$ cat src/rtl/pba_pkg.sv
// shared constants, request codes and structs for the page bitmap allocator
package pba_pkg;

  localparam int TOTAL_ENTRIES    = 4096;
  localparam int TABLE_ENTRIES    = 256;
  localparam int FRAME_START_BYTE = 32;

  localparam int IDX_W  = 12;
  localparam int ADDR_W = 32;
  localparam int PAGE_SHIFT = 12;

  localparam int WORD_BITS = 64;
  localparam int BIT_W     = $clog2(WORD_BITS);
  localparam int ROWS      = (TOTAL_ENTRIES + WORD_BITS - 1) / WORD_BITS;
  localparam int ENTRY_W   = $clog2(ROWS * WORD_BITS);
  localparam int ROW_W     = ENTRY_W - BIT_W;
  localparam int CNT_W     = ENTRY_W + 1;

  localparam int TABLE_LIMIT =
    (TABLE_ENTRIES > TOTAL_ENTRIES) ? TOTAL_ENTRIES : TABLE_ENTRIES;
  localparam int FRAME_START = FRAME_START_BYTE * 8;
  localparam bit FRAME_EMPTY = (FRAME_START >= TOTAL_ENTRIES);

  localparam logic [ROW_W-1:0] TABLE_LAST_ROW = ROW_W'((TABLE_LIMIT - 1) / WORD_BITS);
  localparam logic [ROW_W-1:0] FRAME_FIRST_ROW =
    FRAME_EMPTY ? '0 : ROW_W'(FRAME_START / WORD_BITS);
  localparam logic [ROW_W-1:0] LAST_ROW = ROW_W'(ROWS - 1);

  // request codes
  localparam logic [1:0] REQ_TBL1  = 2'd0;
  localparam logic [1:0] REQ_TBL4  = 2'd1;
  localparam logic [1:0] REQ_FRAME = 2'd2;
  localparam logic [1:0] REQ_FREE  = 2'd3;

  // scan unit operations
  localparam logic [1:0] OP_SET1 = 2'd0;
  localparam logic [1:0] OP_SET4 = 2'd1;
  localparam logic [1:0] OP_CLR  = 2'd2;

  // configuration register byte offsets
  localparam logic [2:0] ADDR_REGION_BASE = 3'd0;

  typedef struct packed {
    logic [1:0]       op;
    logic [CNT_W-1:0] lo;
    logic [CNT_W-1:0] hi;
  } scan_cmd_t;

  typedef struct packed {
    logic                 found;
    logic [BIT_W-1:0]     pos;
    logic [WORD_BITS-1:0] word;
  } scan_res_t;

  typedef struct packed {
    logic                 rd_en;
    logic [ROW_W-1:0]     rd_addr;
    logic                 wr_en;
    logic [ROW_W-1:0]     wr_addr;
    logic [WORD_BITS-1:0] wr_data;
  } map_req_t;

endpackage

$ cat src/rtl/pba_map.sv
// used/free bitmap memory, one 64-entry row per word, with per-row valid bits
module pba_map (
  input  logic                          clk,
  input  logic                          rst_n,
  input  pba_pkg::map_req_t             req,
  output logic [pba_pkg::WORD_BITS-1:0] rdata
);

  logic [pba_pkg::WORD_BITS-1:0] mem [pba_pkg::ROWS];
  logic [pba_pkg::ROWS-1:0]      vld_r;
  logic [pba_pkg::WORD_BITS-1:0] rdata_r;
  logic                          rvld_r;

  always_ff @(posedge clk) begin
    if (req.wr_en) begin
      mem[req.wr_addr] <= req.wr_data;
    end
    if (req.rd_en) begin
      rdata_r <= mem[req.rd_addr];
    end
  end

  // a row never written since reset reads as all free
  always_ff @(posedge clk) begin
    if (!rst_n) begin
      vld_r  <= '0;
      rvld_r <= 1'b0;
    end else begin
      if (req.wr_en) begin
        vld_r[req.wr_addr] <= 1'b1;
      end
      if (req.rd_en) begin
        rvld_r <= vld_r[req.rd_addr];
      end
    end
  end

  assign rdata = rvld_r ? rdata_r : '0;

endmodule

$ cat config.mk
export PLATFORM = sky130hd
export DESIGN_NAME = pba_map
export DESIGN_NICKNAME = d
export VERILOG_FILES = /design/src/rtl/pba_pkg.sv /design/src/rtl/pba_map.sv
export SDC_FILE = /design/constraint.sdc
export NUM_CORES = 2
export LEC_CHECK = 0
export BUFFER_PORTS_ARGS = -buffer_cell sky130_fd_sc_hd__buf_2
export CORE_ASPECT_RATIO = 2
export CORE_MARGIN = 3
export CORE_UTILIZATION = 45
export CTS_CLUSTER_DIAMETER = 60
export DETAILED_ROUTE_END_ITERATION = 8
export SLEW_MARGIN = 5
export SYNTH_ARGS = -nofsm -noshare
export SYNTH_HDL_FRONTEND = slang
export SYNTH_SLANG_ARGS = --single-unit
$ cat constraint.sdc
create_clock -name clk -period 7.75 [get_ports clk]
set_clock_uncertainty 0.05 [all_clocks]
set_input_delay 0.775 -clock clk [delete_from_list [all_inputs] [get_ports clk]]
set_output_delay 0.775 -clock clk [all_outputs]
set_load 0.005 [all_outputs]
# After elaboration in Yosys (flattened, before gate mapping)
# Memories as Yosys holds them, arrays and structs flattened. A register that Yosys moved wholly into a read port is not among the register bits.
# Index checks and enable logic that the tools add are counted.
# totals
latchBits	0
register_bits	65
mem_count	1
ramBits	4096
romBits	0
# mem_list
memory	words	width	rd	rd_clocked_by_memory_dff	write_ports	line	rtl
mem	64	64	1	1	1	pba_map.sv:9	logic [pba_pkg::WORD_BITS-1:0] mem [pba_pkg::ROWS];
# classes
n_reduce_logical	1
div_mod_pow	0
mux	7
n_bitwise	1
n_lt_le_gt_ge	3
shift	0
mul	0
n_addsub	0
n_eq_ne	0
# op_table
operator	count
64-bit two-way mux	1
64-bit OR	1
6-bit by 7-bit less-than comparator with 1-bit output, second input constant	2
1-bit binary-select mux with 6-bit select	1
1-bit demux with 6-bit select	1
6-bit by 1-bit greater-or-equal comparator with 1-bit output, second input constant	1
1-bit two-way mux	4
1-bit logical AND	1

# Logic depth before layout (Yosys ltp)
# depth
depth_word	5
mapped_depth	10
mapped_depth_nobuf	5

# Worst setup path before layout
# OpenSTA, ideal clock, no wires.
# synth_timing
kind	input to register
startpoint	in req[70] in the netlist's numbering
endpoint	mem mem[40][0] in the netlist's numbering (enable)
t_required_ps	7133
cell_stages	3
path_slack_ps	1478
arrival_ps	5655
path_cell_list	nor2b_1 > nand3_1 > nor3_1
# synth_via
elab_chain_len	2
# synth_rtl
item	line	rtl
from (decl)	pba_map.sv:5	input pba_pkg::map_req_t req,
1-bit two-way mux	pba_map.sv:15	if (req.wr_en) begin
1-bit two-way mux (implied by the code)	pba_map.sv:16	mem[req.wr_addr] <= req.wr_data;
to (decl)	pba_map.sv:9	
# Every way passes these cells.

# Worst setup path in the final report
# layout_timing
startpoint	reg rvld_r
endpoint	out rdata[35] in the netlist's numbering
# layout_via
elab_chain_len	1
# layout_rtl
item	line	rtl
from (decl)	pba_map.sv:12	logic rvld_r;
from (signal assigned)	pba_map.sv:33	rvld_r <= vld_r[req.rd_addr];
64-bit two-way mux	pba_map.sv:38	assign rdata = rvld_r ? rdata_r : '0;
to (decl)	pba_map.sv:6	output logic [pba_pkg::WORD_BITS-1:0] rdata
# Every way passes these cells.

==> metrics.md <==
| Metric | Value |
|---|---|
| Final Hold Fails | `0` |
| Yosys Warn Count | `0` |
| Clock slew at reported path FFs | `roughly 0.07 ns` |
| Final GP Congestion | `0.7623` |
| Mapped Cells | `about 6,300` |
| Post-synthesis sequential area ratio | `0.7910` |
| Pwr/cell area | `approximately 260 nW/um2` |
| Crit-path max FO | `34` |
| Ys async rst share | `0` |
| Met1 GRT Util | `0.3189` |
| Leak | `approximately 55 nW` |
| Startpoint Class | `flip-flop` |
| DR pass1 iterations | `5` |
| Critical path class | `flip-flop to output pin` |
| Cell variety after synth | `30` |
| Share of layout cells above drive strength 1 | `0.3181` |
| CP Data Required Time | `6.92 ns` |
| CTS tree | `built` |
| Grt peak-use layer | `met2` |
| Worst EP arrival | `3.09 ns` |
| Grt ovf | `0` |
| Worst Tran Pin Value | `approximately 1.4 ns` |
| Synth area leaders | `edfxtp_1 (78%), mux4_2 (18%), dfxtp_1 (0.82%), a22oi_1 (0.62%), clkbuf_1 (0.44%)` |
| Number of synthesized flops with an enable pin | `between 4,000 and 5,000` |
| Fillers | `between 20,000 and 30,000` |
| Row Count | `slightly above 300` |
| Die width | `~430 um` |
| Fin crit share | `0.5054` |
| Vias/cell | `between 6 and 7` |
| Final wirelength | `roughly 460,000 um` |
| Sequential cell area | `126,200 um2` |
| Count of port buffers added during placement | `about 140` |
| Synthesized area | `around 160,000 um2` |
| Met3 layer usage reported by global route | `0.03859` |
| Die area | `between 300,000 and 400,000 um2` |
| Max Clk Rate | `about 0.26 GHz` |
| Sequential fraction of design power | `0.556` |
| RSZ-0062 raised after global routing | `false` |
| Crit end category | `output pin` |
| Comb pwr share | `0.045` |
| Die Y | `848.1 um` |
| Syn nets | `between 6,000 and 7,000` |
| Gr usage total | `0.2556` |
| Initial antenna violation count | `38` |
| Pre-CTS WS | `around 3.3 ns` |
| Sw Pwr | `around 9.4 mW` |
| Drt wl/cell | `a little under 40 um` |
| Initial core utilization | `0.4530` |
| Setup_tns | `0 ns` |
| Hold Buf Count CTS | `0` |
| Final ANT Viol Nets | `0` |
| Area growth syn-to-layout | `11.99%` |
| Worst vdd ir | `194.8 uV` |
| First-pass GRT wire length | `around 630,000 um` |
| Top-Level Pins | `144` |
| Setup Fix Bufs, Post-CTS | `0` |
| Internal power | `approximately 36 mW` |
| Max-cap violation count | `0` |
| Vias in the first global route | `approximately 77,000` |
| Minimum clock period after layout | `3.917 ns` |
| Outcome | `finished, final reports clean` |
| Synthesized area per cell | `~25 um2` |
| Longest Clk Path Bufs | `4` |
| Net Sw Frac | `0.2067` |
| HPWL after detailed placement | `between 200,000 and 250,000 um` |
| Slew Limit Headroom | `0.07316` |
| Largest net degree at the start of global routing | `146` |
| Fin Hold WS | `~0.3 ns` |
| Clock power share | `0.399` |
| Power, Total | `between 40 and 50 mW` |
| Largest area contributor in the netlist | `edfxtp_1` |
| Final nets | `between 6,000 and 7,000` |
| Setup WS post-layout | `between 3 and 4 ns` |
| Slew Limit Fails | `0` |
| # resized after CTS | `0` |
| CTS H-Tree Depth | `5` |
| Met2 Use GR | `0.4475` |
| Non-filler cells, final | `roughly 12,000` |
| Vias after detailed routing | `around 74,000` |
| Ys flop type | `edfxtp_1` |
| Clk sinks | `~4,200` |
| Core Area | `~350,000 um2` |
| Fraction of synthesized cell area taken by the top area cell type | `0.7829` |
| Worst hold path class | `primary input to flip-flop` |
| Residual DRC count | `0` |
| Worst skew pair latency | `0.93 ns` |
| Finish-stage setup viols | `0` |
| Root Buffer | `clkbuf_16` |
| Synth Register Bits | `4,225` |
| TritonCTS buffer count | `between 300 and 400` |
| Multi-input gate area | `around 32,000 um2` |
| DR iter-0 viols | `roughly 9,100` |
| DP Cell Count | `10,981` |
## cell type report
cell class / instances / share of cell area
timing repair buffer: 352 / 0.01524
clock inverter: 197 / 0.01159
sequential: 4225 / 0.7064
multi-input combinational: 1754 / 0.1812
clock buffer: 435 / 0.05257
antenna: 31 / 0.0004341
tap: 4650 / 0.03256
## metrics by stage
stage / instance area, um2 / utilization
2_1_floorplan: 159600 / -
3_3_place_gp: 167200 / 0.4746
3_5_place_dp: 167200 / 0.4746
4_1_cts: 178600 / 0.5071
5_1_grt: 178700 / 0.5072
6_report: 178700 / 0.5073
## critical path: stages, from the launching register on
cell and delay, ns:
dfxtp_4 0.84, buf_4 0.61, and2_1 0.42, buf_2 0.19
## synth_stat cells (3+ instances only)
master,instances
clkbuf_1,188
nand4_1,3
a22oi_1,131
buf_2,109
nand3_1,10
nand2_1,72
dfxtp_1,65
a2111oi_0,6
o21a_1,64
nand2b_1,10
buf_4,4
mux2_2,4
buf_6,3
nor2b_1,16
nor3_1,4
edfxtp_1,4160
buf_1,37
nor2_1,64
and2_1,65
mux4_2,1290
## path summary, 6_finish.rpt
check	startpoint	to	slack, ns	depth (start not counted)
setup reg to reg	mem[21][29]	rdata_r[29]	5.42	4
hold / removal	req[77]	rdata_r[12]	0.31	1
setup / recovery	rvld_r	rdata[35]	3.83	3
hold reg to reg	vld_r[18]	vld_r[18]	0.41	1
## routing by layer
metal  wire length (um)  share of wire  vias to the layer above
met1             161000           0.35                    41497
met4              20680          0.045                       10
met2             243600           0.53                     3489
met5                 74        0.00016                        -
met3              33930          0.074                      918
li1                   -              -                    28258
## registers in the layout (all words and copies together) (netlist names)
signal   flops
mem       4096
rdata_r     64
vld_r       64
rvld_r       1
## layout by cell type, fill, tap and decap left out, drive strengths merged
cell type	count
nand3b	1
buf	352
bufinv	42
a41oi	1
a211oi	2
clkinv	135
a22oi	131
and2	65
nor2	64
mux4	1290
clkinvlp	10
nand4	3
o22ai	2
diode	31
mux2i	2
clkbuf	435
or3	1
mux2	4
nor2b	16
o21a	64
o21ai	2
a31oi	1
dfxtp	65
edfxtp	4160
nor4	2
nor3	4
a311oi	1
a2111oi	6
inv	10
nand2	72
nand3	10
nand2b	10
## power groups by stage
stage	clock [mW]	sequential (mW)	combinational, mW
5_1_grt	19.3	25.4	2.17
3_5_place_dp	0	25.9	2.07
3_3_place_gp	0	25.9	2.04
2_1_floorplan	0	25.8	1.22
6_report	18.2	25.4	2.04
4_1_cts	18.5	25.4	2.07
## cells by family after synthesis
kind of cell | after synthesis | synth area share
simple gates | 248 | 0.007489
flops | 4225 | 0.7910
mux | 1296 | 0.1825
buf+inv | 341 | 0.009112
compound gates | 210 | 0.009888
Note: power is estimated with default switching activity, not from simulation.
