`config.mk`:
```
export PLATFORM = sky130hd
export DESIGN_NAME = pba_scan
export DESIGN_NICKNAME = d
export VERILOG_FILES = /design/src/rtl/pba_pkg.sv /design/src/rtl/pba_scan.sv
export SDC_FILE = /design/constraint.sdc
export NUM_CORES = 1
export LEC_CHECK = 0
export BUFFER_PORTS_ARGS = -buffer_cell sky130_fd_sc_hd__clkbuf_2
export CAP_MARGIN = 5
export CORE_ASPECT_RATIO = 0.8
export CORE_MARGIN = 2
export CORE_UTILIZATION = 47
export DETAILED_ROUTE_END_ITERATION = 10
export MAX_ROUTING_LAYER = met4
export PLACE_DENSITY = 0.72
export SLEW_MARGIN = 25
export SYNTH_ARGS = -nofsm -noshare
export SYNTH_HDL_FRONTEND = slang
export SYNTH_SLANG_ARGS = --single-unit
```
`constraint.sdc`:
```
create_clock -name vclk -period 4.25
set_input_delay 0.2125 -clock vclk [all_inputs]
set_output_delay 0.2125 -clock vclk [all_outputs]
set_load 0.02 [all_outputs]
```
`src/rtl/pba_pkg.sv`:
```
// shared constants, request codes and structs for the page bitmap allocator
package pba_pkg;

  localparam int TOTAL_ENTRIES    = 4096;
  localparam int TABLE_ENTRIES    = 256;
  localparam int FRAME_START_BYTE = 32;

  localparam int IDX_W  = 12;
  localparam int ADDR_W = 32;
  localparam int PAGE_SHIFT = 12;

  localparam int WORD_BITS = 64;
  localparam int BIT_W     = $clog2(WORD_BITS);
  localparam int ROWS      = (TOTAL_ENTRIES + WORD_BITS - 1) / WORD_BITS;
  localparam int ENTRY_W   = $clog2(ROWS * WORD_BITS);
  localparam int ROW_W     = ENTRY_W - BIT_W;
  localparam int CNT_W     = ENTRY_W + 1;

  localparam int TABLE_LIMIT =
    (TABLE_ENTRIES > TOTAL_ENTRIES) ? TOTAL_ENTRIES : TABLE_ENTRIES;
  localparam int FRAME_START = FRAME_START_BYTE * 8;
  localparam bit FRAME_EMPTY = (FRAME_START >= TOTAL_ENTRIES);

  localparam logic [ROW_W-1:0] TABLE_LAST_ROW = ROW_W'((TABLE_LIMIT - 1) / WORD_BITS);
  localparam logic [ROW_W-1:0] FRAME_FIRST_ROW =
    FRAME_EMPTY ? '0 : ROW_W'(FRAME_START / WORD_BITS);
  localparam logic [ROW_W-1:0] LAST_ROW = ROW_W'(ROWS - 1);

  // request codes
  localparam logic [1:0] REQ_TBL1  = 2'd0;
  localparam logic [1:0] REQ_TBL4  = 2'd1;
  localparam logic [1:0] REQ_FRAME = 2'd2;
  localparam logic [1:0] REQ_FREE  = 2'd3;

  // scan unit operations
  localparam logic [1:0] OP_SET1 = 2'd0;
  localparam logic [1:0] OP_SET4 = 2'd1;
  localparam logic [1:0] OP_CLR  = 2'd2;

  // configuration register byte offsets
  localparam logic [2:0] ADDR_REGION_BASE = 3'd0;

  typedef struct packed {
    logic [1:0]       op;
    logic [CNT_W-1:0] lo;
    logic [CNT_W-1:0] hi;
  } scan_cmd_t;

  typedef struct packed {
    logic                 found;
    logic [BIT_W-1:0]     pos;
    logic [WORD_BITS-1:0] word;
  } scan_res_t;

  typedef struct packed {
    logic                 rd_en;
    logic [ROW_W-1:0]     rd_addr;
    logic                 wr_en;
    logic [ROW_W-1:0]     wr_addr;
    logic [WORD_BITS-1:0] wr_data;
  } map_req_t;

endpackage

```
`src/rtl/pba_scan.sv`:
```
// shared row scan unit: finds a free entry or aligned group, or clears an entry, and builds the updated row
module pba_scan (
  input  pba_pkg::scan_cmd_t                cmd,
  input  logic [pba_pkg::ROW_W-1:0]         row,
  input  logic [pba_pkg::WORD_BITS-1:0]     word,
  output pba_pkg::scan_res_t                res
);

  localparam int NIBS = pba_pkg::WORD_BITS / 4;

  logic [pba_pkg::WORD_BITS-1:0] in_rng;
  logic [pba_pkg::WORD_BITS-1:0] free1;
  logic [NIBS-1:0]               free4;
  logic                          found1;
  logic                          found4;
  logic [pba_pkg::BIT_W-1:0]     pos1;
  logic [pba_pkg::BIT_W-1:0]     pos4;
  logic [pba_pkg::BIT_W-1:0]     pos_clr;

  // entry number of each bit against the region bounds
  always_comb begin
    logic [pba_pkg::CNT_W-1:0] e;
    e = '0;
    for (int b = 0; b < pba_pkg::WORD_BITS; b++) begin
      e = {1'b0, row, pba_pkg::BIT_W'(b)};
      in_rng[b] = (e >= cmd.lo) && (e < cmd.hi);
    end
  end

  assign free1 = ~word & in_rng;

  always_comb begin
    for (int k = 0; k < NIBS; k++) begin
      free4[k] = (word[4*k +: 4] == 4'h0) && in_rng[4*k] && in_rng[4*k+3];
    end
  end

  // first set bit, lowest wins
  always_comb begin
    found1 = 1'b0;
    pos1   = '0;
    for (int b = pba_pkg::WORD_BITS - 1; b >= 0; b--) begin
      if (free1[b]) begin
        found1 = 1'b1;
        pos1   = pba_pkg::BIT_W'(b);
      end
    end
  end

  always_comb begin
    found4 = 1'b0;
    pos4   = '0;
    for (int k = NIBS - 1; k >= 0; k--) begin
      if (free4[k]) begin
        found4 = 1'b1;
        pos4   = pba_pkg::BIT_W'(4 * k);
      end
    end
  end

  assign pos_clr = cmd.lo[pba_pkg::BIT_W-1:0];

  always_comb begin
    res = '0;
    case (cmd.op)
      pba_pkg::OP_SET1: begin
        res.found = found1;
        res.pos   = pos1;
        res.word  = word | (pba_pkg::WORD_BITS'(1) << pos1);
      end
      pba_pkg::OP_SET4: begin
        res.found = found4;
        res.pos   = pos4;
        res.word  = word | (pba_pkg::WORD_BITS'(4'hF) << pos4);
      end
      pba_pkg::OP_CLR: begin
        res.found = 1'b1;
        res.pos   = pos_clr;
        res.word  = word & ~(pba_pkg::WORD_BITS'(1) << pos_clr);
      end
      default: begin
        res = '0;
      end
    endcase
  end

endmodule

```
==> results of run 1 <==
repair_timing:
action                                  4_1_cts
gates resized for setup                      89
pin swaps                                    22
buffers inserted                              8
endpoints found under the setup margin       66
stage by stage:
stage / setup TNS, ns / hold WS, ns / cells / util / cell area, µm²
4_1_cts: 0 / 0.819 / 1604 / 0.707 / 10000
3_5_place_dp: -17.80 / 0.816 / 1596 / 0.671 / 9490
2_1_floorplan: 0 / 0.576 / 1056 / - / 6740
3_3_place_gp: -17.66 / 0.825 / 1596 / 0.671 / 9490
kinds of logic after synthesis:
kind of cell	count (synthesis)	share of synthesized area
simple gates	403	0.329
fa+ha+maj	14	0.0260
compound gates	512	0.545
buf+inv	127	0.0997
per-layer routing:
| layer | GRT overflow | global-route usage |
|---|---|---|
| met3 | 0 | 0.615 |
| met1 | 0 | 0.794 |
| met2 | 2 | 0.855 |
| met4 | 3 | 0.627 |
| met5 | - | - |
==> impl_summary.md, run 1 <==
Synthesis
For this run, the number of Yosys warnings is 0. Summing every instance area after synthesis gives 6740 µm². Of the post-synthesis cell area, the dominant cell type holds 0.0824. A synthesized cell averages 6.38 µm².

The cell count after synthesis is 1056. Sorting the synthesized cells by area gives the leading types as sky130_fd_sc_hd__o21ai_0, sky130_fd_sc_hd__a21oi_1, sky130_fd_sc_hd__o211ai_1, sky130_fd_sc_hd__nor2_1, sky130_fd_sc_hd__nand2_1. When the netlist entered floorplanning its net count stood at 1168. The library cell with the highest instance count after synthesis is sky130_fd_sc_hd__o21ai_0. The number of different library cells used by synthesis comes to 98.

Sorting the synthesized cells by how often they occur yields sky130_fd_sc_hd__o21ai_0, sky130_fd_sc_hd__a21oi_1, sky130_fd_sc_hd__nor2_1, sky130_fd_sc_hd__nand2_1, sky130_fd_sc_hd__o211ai_1. Of all cell types, the one taking the most synthesized area is sky130_fd_sc_hd__o21ai_0. Of the synthesized area, sequential elements account for 0.

Floorplanning
The initial cell density of the core is 0.476. In this run the vertical extent of the chip is 111 µm. The top-level port count is 169. The floorplan row count is 39.

The horizontal die dimension is 138 µm.

Global route
For this run the aggregate overflow at the end of global routing stands at 5. The largest net degree at the start of global routing is 70. The total routing resource utilization after global routing is 0.750.

Placement
The post-DP HPWL is 36300 µm. The count of input and output buffers is 169. The post-placement setup slack is -0.412 ns. The placer congestion estimate is 1.29.

Timing
The worst endpoint type is a primary output. The endpoint with the least setup slack after the last global-route repair is res[16].

Run status
The stage where the flow stopped is 5_1_grt. The tool reported: "[ERROR GRT-0232] Routing congestion too high. Check the congestion heatmap in the GUI". The flow did not finish.

Clocking
The count of hold-fix buffers inserted at cts is 0.
==> inputs of run 2 (changes only) <==
CORE_ASPECT_RATIO = not set   (was 0.8)
CORE_UTILIZATION = 32   (was 47)
MAX_ROUTING_LAYER = not set   (was met4)
PLACE_DENSITY = not set   (was 0.72)
PLACE_DENSITY_LB_ADDON = 0.15   (was not set)
==> run 2 against run 1 <==
Against the previous run: the flow now finishes, with violations (negative setup slack); area after synthesis is the same; synthesized cell count is the same.
==> impl_summary.md, run 2 <==
Finish
The net count of the finished layout is 1620. The fraction of layout cells with a size suffix above 1 is 0.508. The area used by sequential logic in the layout is 0 µm².

The relative area change from synthesis to final layout is 74.9%. The number of clock-tree buffers in the layout is 0. The top cell types in the final layout, fill and taps aside, are sky130_fd_sc_hd__buf_4, sky130_fd_sc_hd__clkbuf_2, sky130_fd_sc_hd__o21ai_0. The design has 0 sequential cells. Leaving out fill and tap cells, the most frequent cell in the layout is sky130_fd_sc_hd__buf_4. The fill cell total of the finished layout is 2052.

Placement
The placer congestion estimate was 1.07 (-18%). The count of input and output buffers is 169 (unchanged). The post-placement setup slack came to -0.414 ns (-0.00276 ns). The post-DP HPWL was 42600 µm (+17%).

Worst setup path
The data arrival time of the critical path is 4.06 ns. The cell type with the highest occurrence count on the critical path is sky130_fd_sc_hd__buf_4. STA puts the critical path data required time at 4.04 ns. The cell family contributing the most delay on the critical path is compound AO/OA/AOI/OAI gates. For this design, the slowest cell found on the critical path is sky130_fd_sc_hd__or4_4. The worst setup path is of the in2out kind. STA classifies the critical path endpoint as an output port. The critical-path maximum fanout is 10. The number of buffer and inverter stages on the critical path is 7.

The worst setup path is launched from an input pin. In this design, the stage delay of the slowest critical-path cell is 0.54 ns. The critical path goes through buf_2 -> ha_4 -> nand4b_4 -> buf_6 -> buf_12 -> or4_4 -> a221o_1 -> nand2_2 -> o21ai_2 -> buf_4 -> o21a_1 -> o311a_1 -> a41oi_2 -> buf_4 -> nand3_1 -> buf_4 -> o211ai_1 -> buf_2.

Worst hold path
The worst hold path class is in2out. For hold timing, the worst endpoint is res[15]. The start point of the worst hold path is word[15]. Along the worst hold path, the cell count comes to 4.

Timing
The number of max-slew violations in the final report is 0. Setup repair after global routing could not meet its margin everywhere. The setup-violating endpoint count in the final report is 1. The max-slew headroom at the worst pin is 0.534. Based on the critical path, the design can be clocked at up to 0.234 GHz. The final setup slack of the worst path is -0.0243 ns. The post-route setup TNS is -0.0243 ns.

At the pin with the least slew margin, the transition time is 0.699 ns. The post-route minimum period is 4.27 ns. The final period utilization is 1.01. The hold violation total from the final report is 0.

Global route
The first global-routing pass estimated 71300 µm of wire. The via count of the first global-routing pass was 10882. The number of antenna violations at the first check in global routing is 2. The total routing resource utilization after global routing is 0.435.

The largest net degree at the start of global routing is 75. The remaining global-route overflow is 0.

Pwr
For this design the static power due to leakage is 5.00 nW. The power density over the cells is 176 nW/µm². VDD sags by at most 0.121 mV.

Floorplanning
The initial cell density of the core is 0.324 (-0.153). The area of the die is 22200 µm². The floorplan row count is 53 (+36%). The height of the die came to 149 µm (+34%).

The horizontal die dimension is 149 µm (+8.2%). In this run the standard cell core region covers 20800 µm². The top-level port count is 169 (unchanged).

Drt
The pre-antenna-repair detailed-routing pass consisted of 6 iterations. The average wire length per cell after detail routing is 29.2 µm. The final layout contains routed wiring with a total length of 52100 µm. The via density per instance is 6.69. The initial detailed-routing violation count is 1353. The final route contains 11938 vias. The remaining design rule violation count is 0. In this run the remaining antenna-violating nets after routing total 0.

Synthesis
The commonest cells after synthesis are sky130_fd_sc_hd__o21ai_0, sky130_fd_sc_hd__a21oi_1, sky130_fd_sc_hd__nor2_1, sky130_fd_sc_hd__nand2_1, sky130_fd_sc_hd__o211ai_1. In the post-synthesis netlist, the biggest area contributors are sky130_fd_sc_hd__o21ai_0, sky130_fd_sc_hd__a21oi_1, sky130_fd_sc_hd__o211ai_1, sky130_fd_sc_hd__nor2_1, sky130_fd_sc_hd__nand2_1. The sequential-to-total area share from yosys stat came to 0 (unchanged).

The library cell with the highest instance count after synthesis is sky130_fd_sc_hd__o21ai_0. The number of warning messages in the yosys log is 0 (unchanged). The average instance area after synthesis came to 6.38 µm² (unchanged). The share of the synthesized area in the top cell type came to 0.0824 (unchanged). Of all cell types, the one taking the most synthesized area is sky130_fd_sc_hd__o21ai_0. The net count after synthesis came to 1168 (unchanged). The cell count after synthesis is 1056 (unchanged). The post-synthesis instance area is 6740 µm² (unchanged). The count of cell types in the netlist is 98 (unchanged).

Run status
The run finished, with violations left. The checks that failed: negative setup slack.

Flow run
The max-capacitance violation count is 0.

Clocking
The count of hold-fix buffers inserted at cts is 0 (unchanged).
==> run 2: cell counts after synthesis <==
Identical to the previous run, type by type.
==> run 2: layout make-up <==
class,count,area (µm²),share of cell area
Multi-Input combinational cell,929,7150,0.607
Timing Repair Buffer,549,4180,0.355
Tap cell,275,344,0.0292
Inverter,28,105,0.00892
Antenna cell,3,7.51,0.000637
==> run 2: worst max path at each step <==
stage	from	end	slack [ns]	cells past startpoint
after floorplan	cmd[23]	res[42]	0.26	15
after global placement	cmd[21]	res[52]	-0.52	20
after detailed placement	cmd[21]	res[52]	-0.41	20
after CTS	cmd[24]	res[24]	-0.02	18
after global routing	row[2]	res[52]	-0.13	18
final	row[4]	res[27]	-0.02	18
==> run 2: metrics by stage <==
stage / instance area (µm²) / std cells / hold WS [ns] / power [mW] / util
6_report: 11800 / 1784 / 0.841 / 2.07 / 0.566
5_1_grt: 11800 / 1781 / 0.865 / 2.13 / 0.566
4_1_cts: 10600 / 1753 / 0.831 / 1.78 / 0.510
3_5_place_dp: 10200 / 1746 / 0.829 / 1.67 / 0.488
3_3_place_gp: 10200 / 1746 / 0.850 / 1.69 / 0.488
2_1_floorplan: 6740 / 1056 / 0.576 / 0.834 / -
==> run 2: routing by layer <==
| metal | global-route usage | up-vias | routed length [µm] |
|---|---|---|---|
| li1 | - | 5097 | - |
| met4 | 0.234 | 2 | 4050 |
| met1 | 0.556 | 5629 | 20300 |
| met5 | 0 | - | 12 |
| met3 | 0.0801 | 238 | 5700 |
| met2 | 0.691 | 972 | 22100 |
==> run 2: power breakdown <==
group            total [mW]  leakage, nW  switching [mW]  internal [mW]
Clock          0.0000000399    0.0000190               0   0.0000000399
Sequential                0            0               0              0
Combinational          2.07         5.00            1.19          0.884
Total                  2.07         5.00            1.19          0.884
==> run 2: kinds of logic after synthesis <==
| kind of cell | after synthesis | synth area share |
|---|---|---|
| AOI/OAI and AO/OA | 512 | 0.545 |
| buffers and inverters | 127 | 0.0997 |
| adders and majority gates | 14 | 0.0260 |
| and+or+nand+nor | 403 | 0.329 |
==> run 2: what timing repair did <==
item / 4_1_cts / 5_1_grt
setup buffers: 7 / 32
endpoints found under the setup margin: 68 / 67
gates cloned: 0 / 0
gates resized for setup: 83 / 229
pin swaps: 14 / 70
Note: power is estimated with default switching activity, not from simulation.
==> inputs of run 3 (changes only) <==
CORE_UTILIZATION = 57   (was 32)
==> run 3 against run 2 <==
Against the previous run: the run now fails in 5_1_grt; synthesized cell count unchanged; area after synthesis did not move.
==> impl_summary.md, run 3 <==
Synthesis
Among all cell types in the netlist, the one instantiated most often is sky130_fd_sc_hd__o21ai_0. The sequential-to-total area share from yosys stat is 0 (unchanged). The average instance area after synthesis is 6.38 µm² (unchanged).

Ranked by total cell area, the synthesized netlist is headed by sky130_fd_sc_hd__o21ai_0, sky130_fd_sc_hd__a21oi_1, sky130_fd_sc_hd__o211ai_1, sky130_fd_sc_hd__nor2_1, sky130_fd_sc_hd__nand2_1. The biggest area contributor in the post-synthesis netlist is sky130_fd_sc_hd__o21ai_0. Counting instances in the post-synthesis netlist gives the leading cell types as sky130_fd_sc_hd__o21ai_0, sky130_fd_sc_hd__a21oi_1, sky130_fd_sc_hd__nor2_1, sky130_fd_sc_hd__nand2_1, sky130_fd_sc_hd__o211ai_1.

The post-synthesis instance area came to 6740 µm² (unchanged). The net count after synthesis is 1168 (unchanged). The number of warning messages in the yosys log is 0 (unchanged). The count of cell types in the netlist is 98 (unchanged).

The share of the synthesized area in the top cell type is 0.0824 (unchanged). The cell count after synthesis is 1056 (unchanged).

Global route
For this run, the total global-route usage over all layers was measured as 0.739. Entering global routing, the biggest net connects 76 pins. The remaining global-route overflow is 83.

Floorplanning
The initial cell density of the core came to 0.588 (+0.264). The height of the die is 113 µm (-24%). The floorplan row count is 39 (-26%). The top-level port count is 169 (unchanged). The horizontal die dimension came to 113 µm (-24%).

Run status
The stage where the flow stopped is 5_1_grt. The flow did not finish. The tool reported: "[ERROR GRT-0232] Routing congestion too high. Check the congestion heatmap in the GUI".

Placement
The placer congestion estimate is 1.35 (+26%). The post-placement setup slack is -0.357 ns (+0.0572 ns). The number of instances in the placed design is 1462 (-16%).

The post-DP HPWL is 30900 µm (-27%). The count of input and output buffers was 169 (unchanged).
-- run 3: cell counts after synthesis --
Identical to the previous run, type by type.
-- run 3: per-layer routing --
layer	GRT usage	GRT overflow
met5	0.204	0
met4	0.715	45
met3	0.583	5
met2	0.907	31
met1	0.750	2
-- run 3: what timing repair did --
item,CTS
setup buffers,6
hold endpoints to repair,0
hold buffers,0
pin swaps,8
gates resized for setup,49
endpoints found under the setup margin,64
-- run 3: cells by family after synthesis --
logic type	synth area share
compound gates	0.545
simple gates	0.329
buf+inv	0.0997
fa+ha+maj	0.0260
-- run 3: stage by stage --
step / cell area [µm²] / setup TNS, ns
floorplan: 6740 / 0
global placement: 8700 / -11.93
detailed placement: 8700 / -13.86
CTS: 9000 / -0.00681
